--- config.mk ---
export PLATFORM = sky130hd
export DESIGN_NAME = tlv_header_deframer_flat
export DESIGN_NICKNAME = d
export VERILOG_FILES = /design/src/sv/tlvd_pkg.sv /design/src/sv/tlvd_if.sv /design/src/sv/tlv_header_deframer.sv /design/src/sv/tlvd_cfg.sv /design/src/sv/tlvd_parser.sv /design/src/sv/tlvd_out_fifo.sv /design/src/flat_wrapper.sv
export SDC_FILE = /design/constraint.sdc
export NUM_CORES = 1
export LEC_CHECK = 0
export ABC_AREA = 0
export ABC_CLOCK_PERIOD_IN_PS = 8450
export BUFFER_PORTS_ARGS = -buffer_cell sky130_fd_sc_hd__buf_4
export CAP_MARGIN = 25
export CORE_MARGIN = 2
export CORE_UTILIZATION = 40
export DETAILED_ROUTE_END_ITERATION = 12
export PLACE_DENSITY = 0.65
export RECOVER_POWER = 25
export SLEW_MARGIN = 20
export SYNTH_ARGS = -nofsm -noshare
export SYNTH_HDL_FRONTEND = slang
export SYNTH_SLANG_ARGS = --single-unit
--- constraint.sdc ---
create_clock -name clk_i -period 8.45 [get_ports clk_i]
set_input_delay 1.69 -clock clk_i [delete_from_list [all_inputs] [get_ports clk_i]]
set_output_delay 1.69 -clock clk_i [all_outputs]
set_load 0.005 [all_outputs]
--- src/sv/tlvd_pkg.sv ---
// Package for the TLV header deframer: item types, register map, status codes
// and size constants. No dependencies.
package tlvd_pkg;

  localparam longint unsigned DEF_MAX_BUFFER_BYTES = 64'd16777216;
  localparam longint unsigned MAX_COUNT            = 64'd65535;
  localparam logic [15:0]     CNT_SAT              = (MAX_COUNT < 64'd65535) ?
                                                     16'(MAX_COUNT) : 16'hffff;

  localparam int unsigned FIFO_DEPTH = 8;
  localparam int unsigned FIFO_AW    = $clog2(FIFO_DEPTH);

  localparam int unsigned PADDR_W = 5;

  localparam logic [15:0] RST_MAX_RECORDS  = 16'd0;
  localparam logic [7:0]  RST_WIDE_MASK    = 8'h80;
  localparam logic [7:0]  RST_NONCRIT_MASK = 8'h40;
  localparam logic [7:0]  RST_FWD_MASK     = 8'h20;
  localparam logic [7:0]  RST_TYPE_MASK    = 8'h1f;

  typedef enum logic [2:0] {
    REG_MAX_RECORDS  = 3'd0,
    REG_WIDE_MASK    = 3'd1,
    REG_NONCRIT_MASK = 3'd2,
    REG_FWD_MASK     = 3'd3,
    REG_TYPE_MASK    = 3'd4
  } reg_idx_e;

  typedef enum logic [1:0] {
    ST_OK               = 2'd0,
    ST_INVALID_ARGUMENT = 2'd1,
    ST_INVALID_FORMAT   = 2'd2
  } status_e;

  localparam logic KIND_RECORD  = 1'b0;
  localparam logic KIND_SUMMARY = 1'b1;

  typedef struct packed {
    logic [15:0] max_records;
    logic [7:0]  wide_header_mask;
    logic [7:0]  non_critical_mask;
    logic [7:0]  forward_mask;
    logic [7:0]  type_mask;
  } cfg_t;

  typedef struct packed {
    logic [7:0] byte_value;
    logic       last_byte;
  } in_item_t;

  typedef struct packed {
    logic        record_kind;
    logic [15:0] tag;
    logic [2:0]  header_length;
    logic [15:0] data_length;
    logic [23:0] offset;
    logic        non_critical;
    logic        forward;
    logic [15:0] record_count;
    logic [1:0]  status;
    logic        last;
  } out_item_t;

  // up to two results per byte, in order: first then second
  typedef struct packed {
    logic [1:0] num;
    out_item_t  first;
    out_item_t  second;
  } push_t;

endpackage

--- src/sv/tlvd_if.sv ---
// Valid/ready channel interfaces for the byte input and the result output.
// Depends on tlvd_pkg.
interface tlvd_in_if
  import tlvd_pkg::*;
();
  logic     valid;
  logic     ready;
  in_item_t item;

  modport source (output valid, output item, input ready);
  modport sink   (input valid, input item, output ready);
endinterface

interface tlvd_out_if
  import tlvd_pkg::*;
();
  logic      valid;
  logic      ready;
  out_item_t item;

  modport source (output valid, output item, input ready);
  modport sink   (input valid, input item, output ready);
endinterface

--- src/sv/tlv_header_deframer.sv ---
// Top level of the TLV header deframer: register file, parser, result queue.
// Depends on tlvd_pkg, tlvd_if, tlvd_cfg, tlvd_parser, tlvd_out_fifo.
//
//   channel   dir  handshake     payload
//   byte_i    in   valid/ready   byte_value, last_byte
//   result_o  out  valid/ready   record or end-of-buffer summary
//   apb       in   psel/penable  5 registers at 4*i, pready tied high
//
// One byte per cycle is accepted while ready is high.
// A final byte that also closes a TLV gives two results. The 8-entry result
// queue drains one a cycle while result_o is ready; ready drops while it
// holds more than four. Reset (rst_ni low, asynchronous) restores the
// register defaults and clears the parse state; no clearing pass.
module tlv_header_deframer
  import tlvd_pkg::*;
#(
  parameter longint unsigned MAX_BUFFER_BYTES = DEF_MAX_BUFFER_BYTES
) (
  input  logic               clk_i,
  input  logic               rst_ni,
  tlvd_in_if.sink            byte_i,
  tlvd_out_if.source         result_o,
  input  logic               psel,
  input  logic               penable,
  input  logic               pwrite,
  input  logic [PADDR_W-1:0] paddr,
  input  logic [31:0]        pwdata,
  output logic [31:0]        prdata,
  output logic               pready
);

  cfg_t  cfg;
  push_t push;
  logic  space;
  logic  accept;

  assign byte_i.ready = space;
  assign accept       = byte_i.valid & space;

  tlvd_cfg u_cfg (
    .clk_i   (clk_i),
    .rst_ni  (rst_ni),
    .psel    (psel),
    .penable (penable),
    .pwrite  (pwrite),
    .paddr   (paddr),
    .pwdata  (pwdata),
    .prdata  (prdata),
    .pready  (pready),
    .cfg_o   (cfg)
  );

  tlvd_parser #(
    .MAX_BUFFER_BYTES (MAX_BUFFER_BYTES)
  ) u_parser (
    .clk_i      (clk_i),
    .rst_ni     (rst_ni),
    .in_valid_i (accept),
    .in_item_i  (byte_i.item),
    .cfg_i      (cfg),
    .push_o     (push)
  );

  tlvd_out_fifo u_fifo (
    .clk_i   (clk_i),
    .rst_ni  (rst_ni),
    .push_i  (push),
    .space_o (space),
    .valid_o (result_o.valid),
    .ready_i (result_o.ready),
    .item_o  (result_o.item)
  );

endmodule

--- src/sv/tlvd_cfg.sv ---
// APB-style register file holding the record limit and header bit masks.
// Depends on tlvd_pkg.
module tlvd_cfg
  import tlvd_pkg::*;
(
  input  logic               clk_i,
  input  logic               rst_ni,
  input  logic               psel,
  input  logic               penable,
  input  logic               pwrite,
  input  logic [PADDR_W-1:0] paddr,
  input  logic [31:0]        pwdata,
  output logic [31:0]        prdata,
  output logic               pready,
  output cfg_t               cfg_o
);

  cfg_t     cfg_q;
  reg_idx_e idx;
  logic     wr_en;

  assign pready = 1'b1;
  assign idx    = reg_idx_e'(paddr[PADDR_W-1:2]);
  assign wr_en  = psel & penable & pwrite;
  assign cfg_o  = cfg_q;

  always_ff @(posedge clk_i or negedge rst_ni) begin
    if (!rst_ni) begin
      cfg_q.max_records       <= RST_MAX_RECORDS;
      cfg_q.wide_header_mask  <= RST_WIDE_MASK;
      cfg_q.non_critical_mask <= RST_NONCRIT_MASK;
      cfg_q.forward_mask      <= RST_FWD_MASK;
      cfg_q.type_mask         <= RST_TYPE_MASK;
    end else if (wr_en) begin
      case (idx)
        REG_MAX_RECORDS:  cfg_q.max_records       <= pwdata[15:0];
        REG_WIDE_MASK:    cfg_q.wide_header_mask  <= pwdata[7:0];
        REG_NONCRIT_MASK: cfg_q.non_critical_mask <= pwdata[7:0];
        REG_FWD_MASK:     cfg_q.forward_mask      <= pwdata[7:0];
        REG_TYPE_MASK:    cfg_q.type_mask         <= pwdata[7:0];
        default: ;
      endcase
    end
  end

  always_comb begin
    case (idx)
      REG_MAX_RECORDS:  prdata = {16'd0, cfg_q.max_records};
      REG_WIDE_MASK:    prdata = {24'd0, cfg_q.wide_header_mask};
      REG_NONCRIT_MASK: prdata = {24'd0, cfg_q.non_critical_mask};
      REG_FWD_MASK:     prdata = {24'd0, cfg_q.forward_mask};
      REG_TYPE_MASK:    prdata = {24'd0, cfg_q.type_mask};
      default:          prdata = 32'd0;
    endcase
  end

endmodule

--- src/sv/tlvd_parser.sv ---
// Input register and TLV parse state: one byte per cycle, up to two results.
// Depends on tlvd_pkg.
module tlvd_parser
  import tlvd_pkg::*;
#(
  parameter longint unsigned MAX_BUFFER_BYTES = DEF_MAX_BUFFER_BYTES
) (
  input  logic     clk_i,
  input  logic     rst_ni,
  input  logic     in_valid_i,
  input  in_item_t in_item_i,
  input  cfg_t     cfg_i,
  output push_t    push_o
);

  localparam int unsigned POS_W   = $clog2(MAX_BUFFER_BYTES);
  localparam logic [POS_W:0] BUF_LIM = (POS_W + 1)'(MAX_BUFFER_BYTES);

  typedef enum logic [1:0] {
    PH_HEADER  = 2'd0,
    PH_VALUE   = 2'd1,
    PH_STOPPED = 2'd2
  } phase_e;

  logic             in_v_q;
  in_item_t         in_q;
  phase_e           phase_q, phase_d;
  logic [1:0]       hidx_q, hidx_d;
  logic [7:0]       first_q, first_d;
  logic [15:0]      tag_q, tag_d;
  logic [15:0]      vlen_q, vlen_d;
  logic [15:0]      left_q, left_d;
  logic [POS_W-1:0] start_q, start_d;
  logic [POS_W-1:0] pos_q, pos_d;
  logic [15:0]      cnt_q, cnt_d;
  status_e          err_q, err_d;

  logic                 emit, finish;
  logic [15:0]          left_dec;
  logic [POS_W:0]       pos_inc;
  logic [POS_W+23:0]    start_ext;
  out_item_t            rec, summ;
  logic [7:0]           b;
  logic                 lastb;

  assign b         = in_q.byte_value;
  assign lastb     = in_q.last_byte;
  assign left_dec  = (left_q != 16'd0) ? left_q - 16'd1 : 16'd0;
  assign pos_inc   = {1'b0, pos_q} + (POS_W + 1)'(1);
  // a TLV never starts and ends on the same byte, so the held start is its offset
  assign start_ext = {24'd0, start_q};

  always_comb begin
    phase_d = phase_q;
    hidx_d  = hidx_q;
    first_d = first_q;
    tag_d   = tag_q;
    vlen_d  = vlen_q;
    left_d  = left_q;
    start_d = start_q;
    pos_d   = pos_q;
    cnt_d   = cnt_q;
    err_d   = err_q;
    emit    = 1'b0;
    finish  = 1'b0;
    rec     = '0;
    summ    = '0;
    push_o  = '0;

    if (in_v_q) begin
      case (phase_q)
        PH_VALUE: begin
          left_d = left_dec;
          if (left_dec == 16'd0) emit = 1'b1;
          else if (lastb) err_d = ST_INVALID_FORMAT;
        end
        PH_HEADER: begin
          case (hidx_q)
            2'd0: begin
              if (cfg_i.max_records != 16'd0 && cnt_q >= cfg_i.max_records) begin
                phase_d = PH_STOPPED;
              end else begin
                first_d = b;
                start_d = pos_q;
                if (lastb) err_d = ST_INVALID_ARGUMENT;
                else hidx_d = 2'd1;
              end
            end
            2'd1: begin
              if ((first_q & cfg_i.wide_header_mask) != 8'd0) begin
                tag_d = {first_q & cfg_i.type_mask, b};
                if (lastb) err_d = ST_INVALID_FORMAT;
                else hidx_d = 2'd2;
              end else begin
                tag_d  = {8'd0, first_q & cfg_i.type_mask};
                vlen_d = {8'd0, b};
                finish = 1'b1;
              end
            end
            2'd2: begin
              vlen_d = {b, 8'd0};
              if (lastb) err_d = ST_INVALID_FORMAT;
              else hidx_d = 2'd3;
            end
            default: begin
              vlen_d = {vlen_q[15:8], b};
              finish = 1'b1;
            end
          endcase
          if (finish) begin
            hidx_d = 2'd0;
            if (vlen_d == 16'd0) begin
              emit = 1'b1;
            end else begin
              left_d  = vlen_d;
              phase_d = PH_VALUE;
              if (lastb) err_d = ST_INVALID_FORMAT;
            end
          end
        end
        default: ;
      endcase

      if (emit) begin
        if (cnt_q < CNT_SAT) cnt_d = cnt_q + 16'd1;
        phase_d            = PH_HEADER;
        hidx_d             = 2'd0;
        rec.record_kind    = KIND_RECORD;
        rec.tag            = tag_d;
        rec.header_length  = ((first_d & cfg_i.wide_header_mask) != 8'd0) ? 3'd4 : 3'd2;
        rec.data_length    = vlen_d;
        rec.offset         = start_ext[23:0];
        rec.non_critical   = (first_d & cfg_i.non_critical_mask) != 8'd0;
        rec.forward        = (first_d & cfg_i.forward_mask) != 8'd0;
        rec.record_count   = cnt_d;
        rec.status         = ST_OK;
        rec.last           = 1'b0;
      end

      pos_d = (pos_inc >= BUF_LIM) ? '0 : pos_inc[POS_W-1:0];

      summ.record_kind  = KIND_SUMMARY;
      summ.record_count = cnt_d;
      summ.status       = err_d;
      summ.last         = 1'b1;

      if (emit && lastb) begin
        push_o.num    = 2'd2;
        push_o.first  = rec;
        push_o.second = summ;
      end else if (emit) begin
        push_o.num   = 2'd1;
        push_o.first = rec;
      end else if (lastb) begin
        push_o.num   = 2'd1;
        push_o.first = summ;
      end

      if (lastb) begin
        phase_d = PH_HEADER;
        hidx_d  = 2'd0;
        first_d = 8'd0;
        tag_d   = 16'd0;
        vlen_d  = 16'd0;
        left_d  = 16'd0;
        start_d = '0;
        pos_d   = '0;
        cnt_d   = 16'd0;
        err_d   = ST_OK;
      end
    end
  end

  always_ff @(posedge clk_i or negedge rst_ni) begin
    if (!rst_ni) begin
      in_v_q  <= 1'b0;
      phase_q <= PH_HEADER;
      hidx_q  <= 2'd0;
      first_q <= 8'd0;
      tag_q   <= 16'd0;
      vlen_q  <= 16'd0;
      left_q  <= 16'd0;
      start_q <= '0;
      pos_q   <= '0;
      cnt_q   <= 16'd0;
      err_q   <= ST_OK;
    end else begin
      in_v_q  <= in_valid_i;
      phase_q <= phase_d;
      hidx_q  <= hidx_d;
      first_q <= first_d;
      tag_q   <= tag_d;
      vlen_q  <= vlen_d;
      left_q  <= left_d;
      start_q <= start_d;
      pos_q   <= pos_d;
      cnt_q   <= cnt_d;
      err_q   <= err_d;
    end
  end

  always_ff @(posedge clk_i) begin
    if (in_valid_i) in_q <= in_item_i;
  end

endmodule

--- src/sv/tlvd_out_fifo.sv ---
// Result queue: takes up to two items per cycle, pops one per ready cycle.
// Depends on tlvd_pkg.
module tlvd_out_fifo
  import tlvd_pkg::*;
(
  input  logic      clk_i,
  input  logic      rst_ni,
  input  push_t     push_i,
  output logic      space_o,
  output logic      valid_o,
  input  logic      ready_i,
  output out_item_t item_o
);

  out_item_t            mem_q [FIFO_DEPTH];
  logic [FIFO_AW-1:0]   wptr_q, rptr_q;
  logic [FIFO_AW:0]     count_q;
  logic                 pop;

  assign valid_o = count_q != '0;
  assign item_o  = mem_q[rptr_q];
  assign pop     = valid_o & ready_i;
  // room for the item in the input register plus one more
  assign space_o = count_q <= (FIFO_AW + 1)'(FIFO_DEPTH - 4);

  always_ff @(posedge clk_i or negedge rst_ni) begin
    if (!rst_ni) begin
      wptr_q  <= '0;
      rptr_q  <= '0;
      count_q <= '0;
    end else begin
      wptr_q  <= wptr_q + FIFO_AW'(push_i.num);
      rptr_q  <= rptr_q + FIFO_AW'(pop);
      count_q <= count_q + (FIFO_AW + 1)'(push_i.num) - (FIFO_AW + 1)'(pop);
    end
  end

  always_ff @(posedge clk_i) begin
    if (push_i.num != 2'd0) mem_q[wptr_q] <= push_i.first;
    if (push_i.num == 2'd2) mem_q[wptr_q + FIFO_AW'(1)] <= push_i.second;
  end

endmodule

--- src/flat_wrapper.sv ---
// flat-port wrapper written by rule: the top's interface ports become plain ports
module tlv_header_deframer_flat import tlvd_pkg::*;
#(
  parameter longint unsigned MAX_BUFFER_BYTES = DEF_MAX_BUFFER_BYTES
)
  (clk_i, rst_ni, psel, penable, pwrite, paddr, pwdata, prdata, pready, byte_i_valid, byte_i_item, byte_i_ready, result_o_valid, result_o_item, result_o_ready);
  tlvd_in_if byte_i_i ();
  tlvd_out_if result_o_i ();
  input  logic clk_i;
  input  logic rst_ni;
  input  logic psel;
  input  logic penable;
  input  logic pwrite;
  input  logic [PADDR_W-1:0] paddr;
  input  logic [31:0] pwdata;
  output logic [31:0] prdata;
  output logic pready;
  input wire logic [$bits(byte_i_i.valid)-1:0] byte_i_valid;
  input wire logic [$bits(byte_i_i.item)-1:0] byte_i_item;
  output wire logic [$bits(byte_i_i.ready)-1:0] byte_i_ready;
  output wire logic [$bits(result_o_i.valid)-1:0] result_o_valid;
  output wire logic [$bits(result_o_i.item)-1:0] result_o_item;
  input wire logic [$bits(result_o_i.ready)-1:0] result_o_ready;
  assign byte_i_i.valid = byte_i_valid;
  assign byte_i_i.item = byte_i_item;
  assign byte_i_ready = byte_i_i.ready;
  assign result_o_valid = result_o_i.valid;
  assign result_o_item = result_o_i.item;
  assign result_o_i.ready = result_o_ready;
  tlv_header_deframer #(.MAX_BUFFER_BYTES(MAX_BUFFER_BYTES)) u_core (.clk_i(clk_i), .rst_ni(rst_ni), .byte_i(byte_i_i), .result_o(result_o_i), .psel(psel), .penable(penable), .pwrite(pwrite), .paddr(paddr), .pwdata(pwdata), .prdata(prdata), .pready(pready));
endmodule
=== Word-level counts from Yosys, hierarchy flattened ===
Memories as Yosys holds them, arrays and structs flattened.
Cells that the tools add are included.

* Register bits after elaboration: 194
* Memory bits (writable): 648
* Memories: 1

* Add/subtract/negate cells: 8
* Order comparisons: 4
* Eq/ne operators: 13
* Mux-type cells: 75
* Bitwise logic cells: 9
* Reductions and logical operators: 30

{| class="wikitable"
|+ Memory list
! name !! words !! bits a word !! rd ports !! clocked after memory_dff !! write ports !! line !! RTL
|-
| u_core.u_fifo.mem_q || 8 || 81 || 1 || 0 || 2 || tlvd_out_fifo.sv:15 || <nowiki>out_item_t mem_q [FIFO_DEPTH];</nowiki>
|}

{| class="wikitable"
|+ Operators with widths
! kind !! count
|-
| $mux W16 || 16
|-
| $mux W164 || 1
|-
| $mux W82 || 2
|-
| $mux W24 || 6
|-
| $mux W83 || 1
|-
| $mux W81 || 1
|-
| $mux W80 || 1
|-
| $pmux W16 S5 || 1
|-
| $pmux W16 S3 || 1
|-
| $mux W2 || 22
|-
| $and A8 B8 Y8 || 5
|-
| $mux W8 || 5
|-
| $logic_not A16 Y1 || 2
|-
| $pmux W16 S2 || 1
|-
| $reduce_bool A16 Y1 || 2
|-
| $reduce_bool A8 Y1 || 4
|-
| $add A24 B1 Y25 const B || 1
|-
| $ge A25 B25 Y1 const B || 1
|-
| $add A16 B1 Y16 const B || 1
|-
| $ge A16 B16 Y1 || 1
|-
| $lt A16 B16 Y1 const B || 1
|-
| $sub A16 B1 Y16 const B || 1
|-
| $pmux W2 S3 || 2
|-
| $reduce_and A2 Y1 || 6
|-
| other kinds (29) || 54
|}

=== Longest topological paths before layout ===
Gate-level depths: netlist (run 1).

* Depth in word-level cells: 19
* Depth in mapped cells: 22

=== Hierarchy ===
Synthesis (run 1) repeated with hierarchy kept, for this count alone.

* Cell total of the unflattened synthesis: 3129
* Area, all modules: 45217.1 µm²

{| class="wikitable"
|+ Modules (own cells, without submodules)
! module !! instances !! cells an instance !! area an instance (µm²) !! sequential area each (µm²)
|-
| tlvd_out_fifo || 1 || 1724 || 32707.6 || 19708.9
|-
| tlvd_parser || 1 || 1225 || 10088.4 || 3448.3
|-
| tlvd_cfg || 1 || 179 || 2414.8 || 1211.2
|-
| tlv_header_deframer || 1 || 1 || 6.3 || 0.0
|}

=== Worst setup path after synthesis (run 1) ===
Ideal clock, no wire load.

* Path kind: reg2reg
* From: register u_core.u_parser.left_q[2]
* To: memory u_core.u_fifo.mem_q[1][0] (netlist bit), enable pin
* Library setup time: 374 ps
* Arrival: 4412 ps
* Slack: 3664 ps
* Cell stages (with the launch flop): 15
* Buffers on the path: 3
* Clock period less this slack: 4786 ps
* Path through: dfrtp_1 > buf_2 > or4_1 > nor3_1 > mux2_2 > o311a_1 > and4_1 > buf_4 > nor2_2 > ha_1 > or3_1 > nor3_1 > nor2_1 > clkbuf_1 > inv_1

{| class="wikitable"
|+ RTL lines
! item !! line !! RTL
|-
| start: declaration || tlvd_parser.sv:32 || <nowiki>logic [15:0] left_q, left_d;</nowiki>
|-
| start signal: assignment || tlvd_parser.sv:194 || <nowiki>left_q <= left_d;</nowiki>
|-
| end: declaration || tlvd_out_fifo.sv:15 ||
|}

=== Worst setup path after layout (run 1) ===
* From: register u_core.u_fifo.rptr_q[0]
* To: output port result_o_item[64]

* Word-level cells in the longest chain between the ends: 1

{| class="wikitable"
|+ RTL lines
! item !! line !! RTL
|-
| start: declaration || tlvd_out_fifo.sv:16 || <nowiki>logic [FIFO_AW-1:0] wptr_q, rptr_q;</nowiki>
|-
| start signal: assignment || tlvd_out_fifo.sv:33 || <nowiki>rptr_q <= rptr_q + FIFO_AW'(pop);</nowiki>
|-
| $mem_v2 Z8 W81 || - ||
|-
| end: declaration || flat_wrapper.sv:22 || <nowiki>output wire logic [$bits(result_o_i.item)-1:0] result_o_item;</nowiki>
|}

No other way between the ends.

==> impl_metrics.tcl, run 1 <==
set metrics [dict create \
    hold_viol_final 0 \
    worst_pin_slew_ns 3.973 \
    postRouteAntennaNets 0 \
    synth_top_area_cell "dfxtp_1" \
    fp.dieH_um 313.6 \
    grt-ovfl-total 0 \
    n_antenna_cell 0 \
    yosys_warnings 0 \
    portBuffers 132 \
    ys_seq_elements 826 \
    required_ns 6.76 \
    core-area_mm2 0.09501 \
    post_drt_wl_per_cell_um 22.84 \
    area_growth_pct 12.27 \
    dr_wl_met2_um 54270 \
    grt_antenna_before_repair 0 \
    synth_top_flop_cell "dfxtp_1" \
    drc_errors 0 \
    maxCapViolCount 6 \
    peakVddDrop_uv 312.4 \
    stdcell_count 5085 \
    tritoncts "yes" \
    syn_inst 3784 \
    regArea_mm2 0.01909 \
    htree_num_levels 3 \
    cts_root_buf "clkbuf_16" \
    power_mw 11.93 \
    syn_area_mm2 0.03835 \
    synth_cell_type_count 92 \
    clkSlewWorstSetupHoldPaths_ns 0.06 \
    post_cts_resized 0 \
    skew_ns 0.03962 \
    hp-class "register to register" \
    cp_data_arrival_time_ns 5.29 \
    placed_cells 4920 \
    period_needed_ns 6.976 \
    numCtsBuffers 85 \
    met1_length_um 49130 \
    grt_pass1_vias 28774 \
    post-cts-setup-buffers 0 \
    start_kind "register" \
    status "finished with violations" \
    p_leak_nw 15.41 \
    drt_pass1_iterations 7 \
    async_reset_ff_share_pct 22.40 \
    ys_top_cells_by_count "542 x o21ai_0, 480 x dfxtp_1, 469 x nand2_1" \
    synth.most_common_cell "o21ai_0" \
    holdBufCountCts 0 \
    pin_count 169 \
    syn_area_per_cell_um2 10.13 \
    rsz0062_at_grt "false" \
    yosysTopAreaCellShare_pct 25.06 \
    relSlewSlack_pct -164.8 \
    p_per_area_mw_per_mm2 277.1 \
    multi_input_area_mm2 0.01782 \
    drt-vias-per-instance 5.966 \
    stdcell_area_mm2 0.04305 \
    synth_edf_count 161 \
    fmax_ghz 0.1433 \
    initial_core_util_pct 40.36 \
    hpwl_um 71060 \
    finalWeightedCongestion 0.9014 \
    path_class "register to output port" \
    min_period_over_period_pct 82.56 \
    whs_ns 0.4473 \
    placementRows 113 \
    clk_latency_ns 0.67 \
    grt_util_all_layers_pct 23.10 \
    finalSetupViolCount 0 \
    fillers 8989 \
    final_nets 3840 \
    ys_seq_area_share_pct 49.77 \
    slew_violations 316 \
    postPlaceCellArea_mm2 0.04026 \
    clock-sinks 826 \
    die-width_um 313.6 \
    cts.path.max_buffers 3 \
    drive_gt1_share_pct 17.91 \
    drt_iter0_drc 3221 \
    synthTopCellsByArea "dfxtp_1 25%, edfxtp_1 13%, dfrtp_1 12%" \
    grt_max_degree 95 \
    dieArea_mm2 0.09836 \
    vias 30336 \
    grt_pass1_wl_um 176500 \
    wl_met3_um 9288 \
    critical_path.max_fanout 37 \
    violations "capacitance limit, slew limit" \
    wirelength_um 116200 \
    highest_layer "met4" \
    crit_path_end_kind "output port" \
    fin_setup_tns_ns 0 \
]
==> critical path: stages, from the launching register on <==
cell	delay (ns)
dfrtp_4	0.88
clkbuf_1	2.47
mux4_2	0.76
mux2_2	0.32
buf_4	0.15
==> layout make-up <==
type	count	share of cell area [%]
Multi-Input combinational cell	2575	41.39
Inverter	57	0.4969
Timing Repair Buffer	203	3.679
Tap cell	1265	3.676
Clock inverter	31	0.6335
Sequential cell	826	44.35
Clock buffer	128	5.772
==> sequential cells by signal, summed over array words and instances, names as in the netlist, 2 cells and up <==
| name | cells |
|---|---|
| u_core.u_parser.start_q | 24 |
| u_core.u_parser.hidx_q | 2 |
| u_core.u_cfg.cfg_o | 48 |
| u_core.u_parser.vlen_q | 16 |
| u_core.u_parser.phase_q | 2 |
| u_core.u_fifo.mem_q | 632 |
| u_core.u_parser.left_q | 16 |
| u_core.u_parser.err_q | 2 |
| u_core.u_fifo.count_q | 4 |
| u_core.u_fifo.rptr_q | 3 |
| u_core.u_parser.b | 8 |
| u_core.u_parser.cnt_q | 16 |
| u_core.u_fifo.wptr_q | 3 |
| u_core.u_parser.pos_q | 24 |
| u_core.u_parser.first_q | 8 |
| u_core.u_parser.tag_q | 16 |
==> power breakdown <==
part           leakage [nW]  switching [mW]  internal, mW
sequential             7.71           0.540          4.31
combinational          6.36            2.00          1.34
clock                  1.34            1.61          2.13
total                  15.4            4.15          7.78
==> cells in the final DEF (no fill, tap or decap), types with 107 or more instances in the layout <==
master      n
buf_4     171
nand3_1   305
dfrtp_1   174
o21ai_0   542
nand2_1   459
edfxtp_1  161
dfxtp_1   480
mux2_2    130
mux4_2    158
nor2_1    107
==> logic make-up after synthesis <==
family                     count (synthesis)  synth area share (%)
xor gates and xnor gates                  25                0.5710
buffers and inverters                    399                 4.265
AOI/OAI and AO/OA                       1105                 17.48
and+or+nand+nor                         1078                 12.85
DFF                                      826                 49.77
other                                      2               0.01958
muxes                                    310                 13.74
adders and majority gates                 39                 1.312
==> worst paths after layout <==
check	from	to	slack, ns	cells past startpoint
worst max register to register	u_core.u_parser.first_q[6]	u_core.u_fifo.mem_q[6][13]	1.50	17
worst max-delay path	u_core.u_fifo.rptr_q[0]	result_o_item[64]	1.47	4
worst min register to register	u_core.u_fifo.mem_q[7][26]	u_core.u_fifo.mem_q[7][26]	0.45	2
worst min-delay path	u_core.u_fifo.mem_q[7][26]	u_core.u_fifo.mem_q[7][26]	0.45	2
max in group asynchronous	rst_ni	u_core.u_parser.pos_q[1]	1.76	2
min in group asynchronous	rst_ni	u_core.u_parser.tag_q[3]	2.43	1
==> stage by stage <==
stage,util (%),setup slack (ns)
3_3_place_gp,42.30,2.026
3_5_place_dp,42.38,1.950
5_1_grt,45.31,0.8235
4_1_cts,45.28,1.914
2_1_floorplan,-,3.664
6_report,45.31,1.474
==> per-layer routing <==
layer / up-vias / track usage (%)
met5: - / 0
met4: 0 / 6.840
met3: 239 / 4.433
met2: 1331 / 37.33
met1: 14853 / 31.54
li1: 13913 / -
Note: power is estimated with default switching activity, not from simulation.
==> run 2, diff against run 1 <==
- ABC_CLOCK_PERIOD_IN_PS: 8450 -> 5950
- PLACE_DENSITY: 0.65 -> 0.67
- clock period: 8.45 -> 5.95 ns (I/O delays scaled with it)
==> run 2 against run 1 <==
The flow still finishes with violations (capacitance limit, slew limit). Final area is 0.85% higher. Register-to-register slack got worse by 0.96 ns. Sequential power up 43%. Clock-buffer cell count fell by 3. Worst setup slack got worse by 0.93 ns. Flip-flop and latch count unchanged. Wire length is 0.27% lower. Via count rose by 2.0%. Critical path depth grew 2. Clock power is 42% higher. Die area did not move. Critical path type is now register to register.
==> impl_metrics.tcl, run 2 (synthesized netlist as in run 1, its figures left out) <==
set metrics [dict create \
    drt_pass1_iterations 8 \
    core-area_mm2 0.09501 \
    worst_r2r_endpoint "u_core.u_parser.vlen_q[8]" \
    placed_cells 4959 \
    n_antenna_cell 0 \
    skew_ns 0.03668 \
    peakVddDrop_uv 312.1 \
    min_from "u_core.u_fifo.mem_q[5][26]" \
    status "finished with violations" \
    die-width_um 313.6 \
    pin_count 169 \
    hp-class "register to register" \
    rsz0062_at_grt "false" \
    maxCapViolCount 2 \
    fillers 8857 \
    violations "capacitance limit, slew limit" \
    most-common-layout-cells "542 x o21ai_0, 480 x dfxtp_1, 459 x nand2_1" \
    post-cts-setup-buffers 0 \
    rrSetupSlack_ns 0.54 \
    required_ns 6.43 \
    portBuffers 132 \
    drc_errors 0 \
    min_path_cells 2 \
    path_class "register to register" \
    dieArea_mm2 0.09836 \
    path_cells "clkbuf_1 > inv_1 > clkbuf_1 > nor2_1 > a22oi_1 > o22ai_1" \
    drive_gt1_share_pct 18.77 \
    wirelength_um 115900 \
    place_ws_ns 0.8407 \
    cp_data_arrival_time_ns 5.88 \
    largest-register "u_core.u_fifo.mem_q" \
    placementRows 113 \
    r2r_start "u_core.u_parser.in_v_q" \
    crit_path_end_kind "register" \
    min_period_over_period_pct 90.84 \
    holdBufCountCts 0 \
    fmax_ghz 0.1850 \
    cts_root_buf "clkbuf_16" \
    relSlewSlack_pct -63.39 \
    final_nets 3873 \
    worstHoldEndpoint "u_core.u_fifo.mem_q[5][26]" \
    ff2ff_path_depth 6 \
    hpwl_um 72980 \
    largest_reg_flops 632 \
    path_common_cell "clkbuf_1" \
    grt_pass1_wl_um 178100 \
    stdcell_count 5116 \
    area_growth_pct 13.23 \
    slowest_stage "clkbuf_1" \
    htree_num_levels 3 \
    drt-vias-per-instance 6.049 \
    hold_viol_final 0 \
    clk_latency_ns 0.66 \
    slew_violations 131 \
    postRouteAntennaNets 0 \
    post_drt_wl_per_cell_um 22.64 \
    grt_max_degree 94 \
    numCtsBuffers 83 \
    p_per_area_mw_per_mm2 391.5 \
    critical_path.max_fanout 36 \
    p_leak_nw 15.65 \
    tritoncts "yes" \
    drt_iter0_drc 3623 \
    utilization_pct 45.70 \
    start_kind "register" \
    initial_core_util_pct 40.36 \
    regArea_mm2 0.01909 \
    grt_util_all_layers_pct 23.08 \
    multi_input_area_mm2 0.01781 \
    fin_ws_ns 0.5449 \
    vias 30945 \
    fin_setup_tns_ns 0 \
    grt-ovfl-total 0 \
    fp.dieH_um 313.6 \
    worst_pin_slew_ns 2.451 \
    layout_commonest_cell "o21ai_0" \
    grt_pass1_vias 29688 \
    clkSlewWorstSetupHoldPaths_ns 0.06 \
    post_cts_resized 0 \
    period_needed_ns 5.405 \
    finalWeightedCongestion 0.9210 \
    finalSetupViolCount 0 \
    grt_antenna_before_repair 1 \
    clock-sinks 826 \
    cts.path.max_buffers 3 \
    slowest_delay_ns 1.52 \
]
run 2: cell types whose count changed in the layout (fill, tap and decap cells not counted), sizes merged:
cell	before	now
buf	181	216
clkinv	25	23
clkbuf	150	147
inv	56	60
clkinvlp	4	1
run 2: per-stage QoR:
stage / power, mW / instance area [um^2] / hold WS [ns]
final: 17.00 / 43420 / 0.4480
after global routing: 17.70 / 43420 / 0.4673
after CTS: 17.02 / 43470 / 0.4494
after detailed placement: 11.73 / 40710 / 0.4389
after global placement: 11.68 / 40670 / 0.4287
after floorplan: 10.05 / 38410 / 0.4198
run 2: worst max-delay path by stage:
stage	from	to	slack [ns]
after CTS	u_core.u_parser.hidx_q[1]	u_core.u_fifo.mem_q[6][4]	0.78
after floorplan	u_core.u_parser.left_q[2]	u_core.u_fifo.mem_q[1][0]	1.16
after global routing	u_core.u_parser.in_v_q	u_core.u_parser.vlen_q[6]	0.27
after detailed placement	u_core.u_parser.hidx_q[1]	u_core.u_fifo.mem_q[6][4]	0.84
final	u_core.u_parser.in_v_q	u_core.u_parser.vlen_q[8]	0.54
after global placement	u_core.u_parser.left_q[3]	u_core.u_fifo.mem_q[6][4]	0.90
run 2: area by class of cell:
cell class | instances | area share, %
flip-flops and latches | 826 | 43.98
clock inverters | 30 | 0.6023
repair buffers | 238 | 4.533
inverters | 57 | 0.4928
well taps | 1265 | 3.645
multi-input cells | 2575 | 41.02
clock buffers | 125 | 5.734
run 2: report_power, final:
part	switching [mW]	total, mW	internal [mW]	leakage, nW
logic	2.78	4.75	1.97	6.58
registers	0.827	6.94	6.12	7.71
clock network	2.28	5.31	3.04	1.37
run 2: routing by layer:
metal	vias to the layer above	share of wire, %	GRT usage (%)
li1	14022	-	-
met1	15213	42	31.77
met2	1437	47	37.33
met3	273	8.4	3.675
met4	0	3.2	7.318
met5	-	0	0
run 2: critical path, delay by kind of cell, from the launching register on:
kind / cells / cell delay, ns
AOI/OAI and AO/OA: 2 / 0.45
buffers and inverters: 3 / 3.44
DFF: 1 / 0.78
and+or+nand+nor: 1 / 0.53
